**src/hdl/hphl_mul.sv**
```systemverilog
// Shared registered signed multiplier, 34 by 32 bits.
module hphl_mul (
  input  logic               clk,
  input  logic signed [33:0] op_a,
  input  logic signed [31:0] op_b,
  output logic signed [65:0] prod
);

  logic signed [65:0] prod_r;

  always_ff @(posedge clk) begin
    prod_r <= op_a * op_b;
  end

  assign prod = prod_r;

endmodule
```
**config.mk**
```make
export PLATFORM = sky130hd
export DESIGN_NAME = hphl_mul
export DESIGN_NICKNAME = d
export VERILOG_FILES = /design/src/hdl/hphl_mul.sv
export SDC_FILE = /design/constraint.sdc
export NUM_CORES = 2
export LEC_CHECK = 0
export BUFFER_PORTS_ARGS = -buffer_cell sky130_fd_sc_hd__buf_2
export CELL_PAD_IN_SITES_DETAIL_PLACEMENT = 0
export CELL_PAD_IN_SITES_GLOBAL_PLACEMENT = 2
export CORE_UTILIZATION = 43
export CTS_CLUSTER_SIZE = 24
export DETAILED_ROUTE_END_ITERATION = 10
export HOLD_SLACK_MARGIN = 0.02
export PLACE_DENSITY_LB_ADDON = 0.1
export SLEW_MARGIN = 20
export SYNTH_ARGS = -nofsm -noshare
export SYNTH_HDL_FRONTEND = slang
export SYNTH_SLANG_ARGS = --single-unit
```
**constraint.sdc**
```tcl
create_clock -name clk -period 8.3 [get_ports clk]
set_clock_uncertainty 0.05 [all_clocks]
set_input_delay 0.415 -clock clk [delete_from_list [all_inputs] [get_ports clk]]
set_output_delay 0.415 -clock clk [all_outputs]
set_load 0.05 [all_outputs]
```
==> impl_metrics.yaml <==
synth:
  netlist_instances: 4212
  number_of_storage_elements_in_the_synthesis_netlist: 66
  synthesis.area_per_instance_sq_um: 9.42
  asyncSetResetFlopFracSynth_pct: 0
  syn_area_sq_um: 39700
  dominant_register_cell_in_the_synthesized_netlist: "sky130_fd_sc_hd__dfxtp_1"
  synth-edff-count: 0
  number_of_distinct_library_cell_variants_in_the_gate_level_netlist_after_synthesis: 61
  yosys_warnings: 0
  postSynthNetCount: 5609
  ys_seq_area_share_pct: 3.33
grt:
  grt_start_max_net_pins: 35
  grt_pass1_wl_um: 191000
  grt_overflow_total: 0
  grt_pass1_vias: 31051
  antenna_violations_before_repair: 4
  grt_util_all_layers_pct: 27.3
drt:
  highest-signal-layer: "met5"
  num_vias: 27872
  met2RoutedLength_um: 63400
  route.layer.met1.wl_um: 51000
  wl_met3_um: 3980
  route.final.wire_length_um: 121000
  detail_route.wl_per_cell_um: 21.6
  antenna_left: 0
  routed_via_density: 4.99
  iter_0_drt_violations: 1537
  drc_errors: 0
  iteration_count_of_the_initial_detailed_routing_pass: 5
clock_tree:
  clk_pin_slew_ns: 0.07
  ctsLongestPathBuffers: 2
  tritoncts_clock_tree: "done"
  root_buffer: "sky130_fd_sc_hd__clkbuf_16"
  clock-sinks: 66
  cts-hold-fix-buffers: 0
  cts_made_buffers: 9
  ctsHtreeMaxLevel: 3
setup_path:
  setup.worst_path.end_class: "flip-flop"
  maximum_fanout_encountered_on_the_critical_timing_path: 13
  critical_path_class: "in -> reg"
  cp_data_required_time_ns: 8.51
  cp-endpoint: "prod[55]$_DFF_P_"
  critPathArrivalTime_ns: 8.13
  crit_slowest_cell: "sky130_fd_sc_hd__fa_1"
  setup.worst_path.start: "op_b[9]"
  path_delay_family: "adder cells"
  critPathBufInv: 9
  slowest_delay_ns: 0.77
  critPathLaunchType: "input port"
  path_common_cell: "sky130_fd_sc_hd__fa_1"
  timing.critical_path.depth: 28
timing:
  achievable-frequency_ghz: 0.126
  final-hold-violation-count: 0
  rsz_0062_raised_after_global_routing: "no"
  final_max_slew_viol_count: 0
  worst_slew_pin_slew_ns: 1.03
  min_period_ns: 7.92
  worst_hold_slack_ns: 0.405
  max-slew-margin-rel_pct: 31.2
  final_min_period_over_clock_period_pct: 95.5
  report.final.setup_viol: 0
die:
  initial_core_util_pct: 43.4
  die_area_sq_um: 93500
  fp.coreArea_sq_um: 91500
  top_level_ports: 133
  die_h_um: 306
  dieWidth_um: 306
  num_rows: 111
final_layout:
  largest_reg_flops: 66
  area_growth_pct: 9.63
  drive_above_1_share_pct: 9.88
  design.final.nets: 5785
  final_core_utilization_pct: 47.5
place:
  place.detailed.hpwl_um: 108000
  globalplace.congestion: 0.923
  buffer_ports.inserted: 132
worst_hold_path:
  hold_path.class: "in -> reg"
  worst_hold_startpoint: "op_a[0]"
outcome:
  outcome: "completed"
flow_run:
  maxCapViolCount: 0
-- repair_timing --
item                                   4_1_cts  5_1_grt
setup buffers                                0        0
setup endpoints to repair                    0        4
resized for setup                            0        2
endpoints found under the hold margin        0        0
-- area by class of cell --
type,count,area (sq um)
Timing Repair Buffer,392,2890
Clock buffer,11,243
Clock inverter,5,61.3
Multi-Input combinational cell,2866,33600
Tap cell,1186,1480
Sequential cell,66,1320
Antenna cell,1,2.50
Inverter,1053,3950
Fill cell,9030,48000
-- metrics by stage --
stage	area, sq um	cells	setup TNS [ns]	setup slack [ns]
2_1_floorplan	39700	4212	0	0.584
3_3_place_gp	43200	5563	-0.159	-0.0710
3_5_place_dp	43200	5563	-0.400	-0.170
4_1_cts	43500	5579	0	0.218
5_1_grt	43500	5579	0	0.0251
6_report	43500	5580	0	0.376
-- layer usage --
metal | vias to the layer above | GRT usage, %
met5 | - | 0
met4 | 4 | 5.05
met3 | 82 | 2.34
met2 | 473 | 48.6
met1 | 15004 | 36.6
li1 | 12309 | -
-- kinds of logic (layout without fill, tap and decap cells) --
logic type      Yosys count  in the layout  share of synthesized area, %
xor+xnor                 73             73                          1.61
buf+inv                1280           1461                          12.1
other cells               0              1                             0
fa+ha+maj              1330           1330                          63.5
flops                    66             66                          3.33
compound gates          219            219                          3.79
simple gates           1244           1244                          15.6
-- worst min-delay path by stage --
stage / to / slack, ns / depth (start not counted)
final: prod[0]$_DFF_P_ / 0.41 / 2
after global routing: prod[0]$_DFF_P_ / 0.39 / 2
after CTS: prod[0]$_DFF_P_ / 0.38 / 2
after detailed placement: prod[0]$_DFF_P_ / 0.79 / 2
after global placement: prod[0]$_DFF_P_ / 0.79 / 2
after floorplan: prod[0]$_DFF_P_ / 0.49 / 1
-- cells in the mapped netlist, types with 3 or more instances --
library cell / count / share of area (%)
sky130_fd_sc_hd__inv_1: 1053 / 10
sky130_fd_sc_hd__clkbuf_1: 219 / 2.1
sky130_fd_sc_hd__o211ai_1: 8 / 0.15
sky130_fd_sc_hd__a211oi_1: 6 / 0.11
sky130_fd_sc_hd__o41ai_1: 3 / 0.066
sky130_fd_sc_hd__o21ai_0: 35 / 0.44
sky130_fd_sc_hd__ha_1: 188 / 5.9
sky130_fd_sc_hd__and2_1: 534 / 8.4
sky130_fd_sc_hd__nor3_1: 10 / 0.13
sky130_fd_sc_hd__o21bai_1: 10 / 0.19
sky130_fd_sc_hd__xor2_1: 21 / 0.46
sky130_fd_sc_hd__buf_2: 8 / 0.10
sky130_fd_sc_hd__nor2b_1: 8 / 0.13
sky130_fd_sc_hd__a31oi_1: 10 / 0.16
sky130_fd_sc_hd__a21oi_1: 73 / 0.92
sky130_fd_sc_hd__nand2_1: 565 / 5.3
sky130_fd_sc_hd__xnor2_1: 52 / 1.1
sky130_fd_sc_hd__or2_2: 3 / 0.047
sky130_fd_sc_hd__a21boi_0: 3 / 0.057
sky130_fd_sc_hd__nand4_1: 10 / 0.16
sky130_fd_sc_hd__o22ai_1: 3 / 0.047
sky130_fd_sc_hd__dfxtp_1: 66 / 3.3
sky130_fd_sc_hd__nand3_1: 21 / 0.26
sky130_fd_sc_hd__nand2b_1: 14 / 0.22
sky130_fd_sc_hd__o211a_1: 3 / 0.076
sky130_fd_sc_hd__fa_1: 1142 / 58
sky130_fd_sc_hd__and3_1: 6 / 0.095
sky130_fd_sc_hd__nor2_1: 64 / 0.61
sky130_fd_sc_hd__a21o_1: 32 / 0.61
-- layout by cell type, fill, tap and decap left out, types with 8 or more instances in the layout --
| cell type | count |
|---|---|
| sky130_fd_sc_hd__nand2b_1 | 14 |
| sky130_fd_sc_hd__o21ai_0 | 35 |
| sky130_fd_sc_hd__buf_2 | 131 |
| sky130_fd_sc_hd__dfxtp_1 | 66 |
| sky130_fd_sc_hd__nand2_1 | 565 |
| sky130_fd_sc_hd__buf_12 | 22 |
| sky130_fd_sc_hd__and2_1 | 534 |
| sky130_fd_sc_hd__buf_4 | 238 |
| sky130_fd_sc_hd__xnor2_1 | 52 |
| sky130_fd_sc_hd__nand4_1 | 10 |
| sky130_fd_sc_hd__a21o_1 | 32 |
| sky130_fd_sc_hd__xor2_1 | 21 |
| sky130_fd_sc_hd__fa_1 | 1142 |
| sky130_fd_sc_hd__nor2_1 | 64 |
| sky130_fd_sc_hd__ha_1 | 188 |
| sky130_fd_sc_hd__nor3_1 | 10 |
| sky130_fd_sc_hd__nor2b_1 | 8 |
| sky130_fd_sc_hd__nand3_1 | 21 |
| sky130_fd_sc_hd__a21oi_1 | 73 |
| sky130_fd_sc_hd__clkbuf_16 | 9 |
| sky130_fd_sc_hd__o21bai_1 | 10 |
| sky130_fd_sc_hd__o211ai_1 | 8 |
| sky130_fd_sc_hd__a31oi_1 | 10 |
| sky130_fd_sc_hd__inv_1 | 1053 |
Power is not shown: default switching activity piles up to over one toggle a cycle in this logic, so the estimate is an artifact.
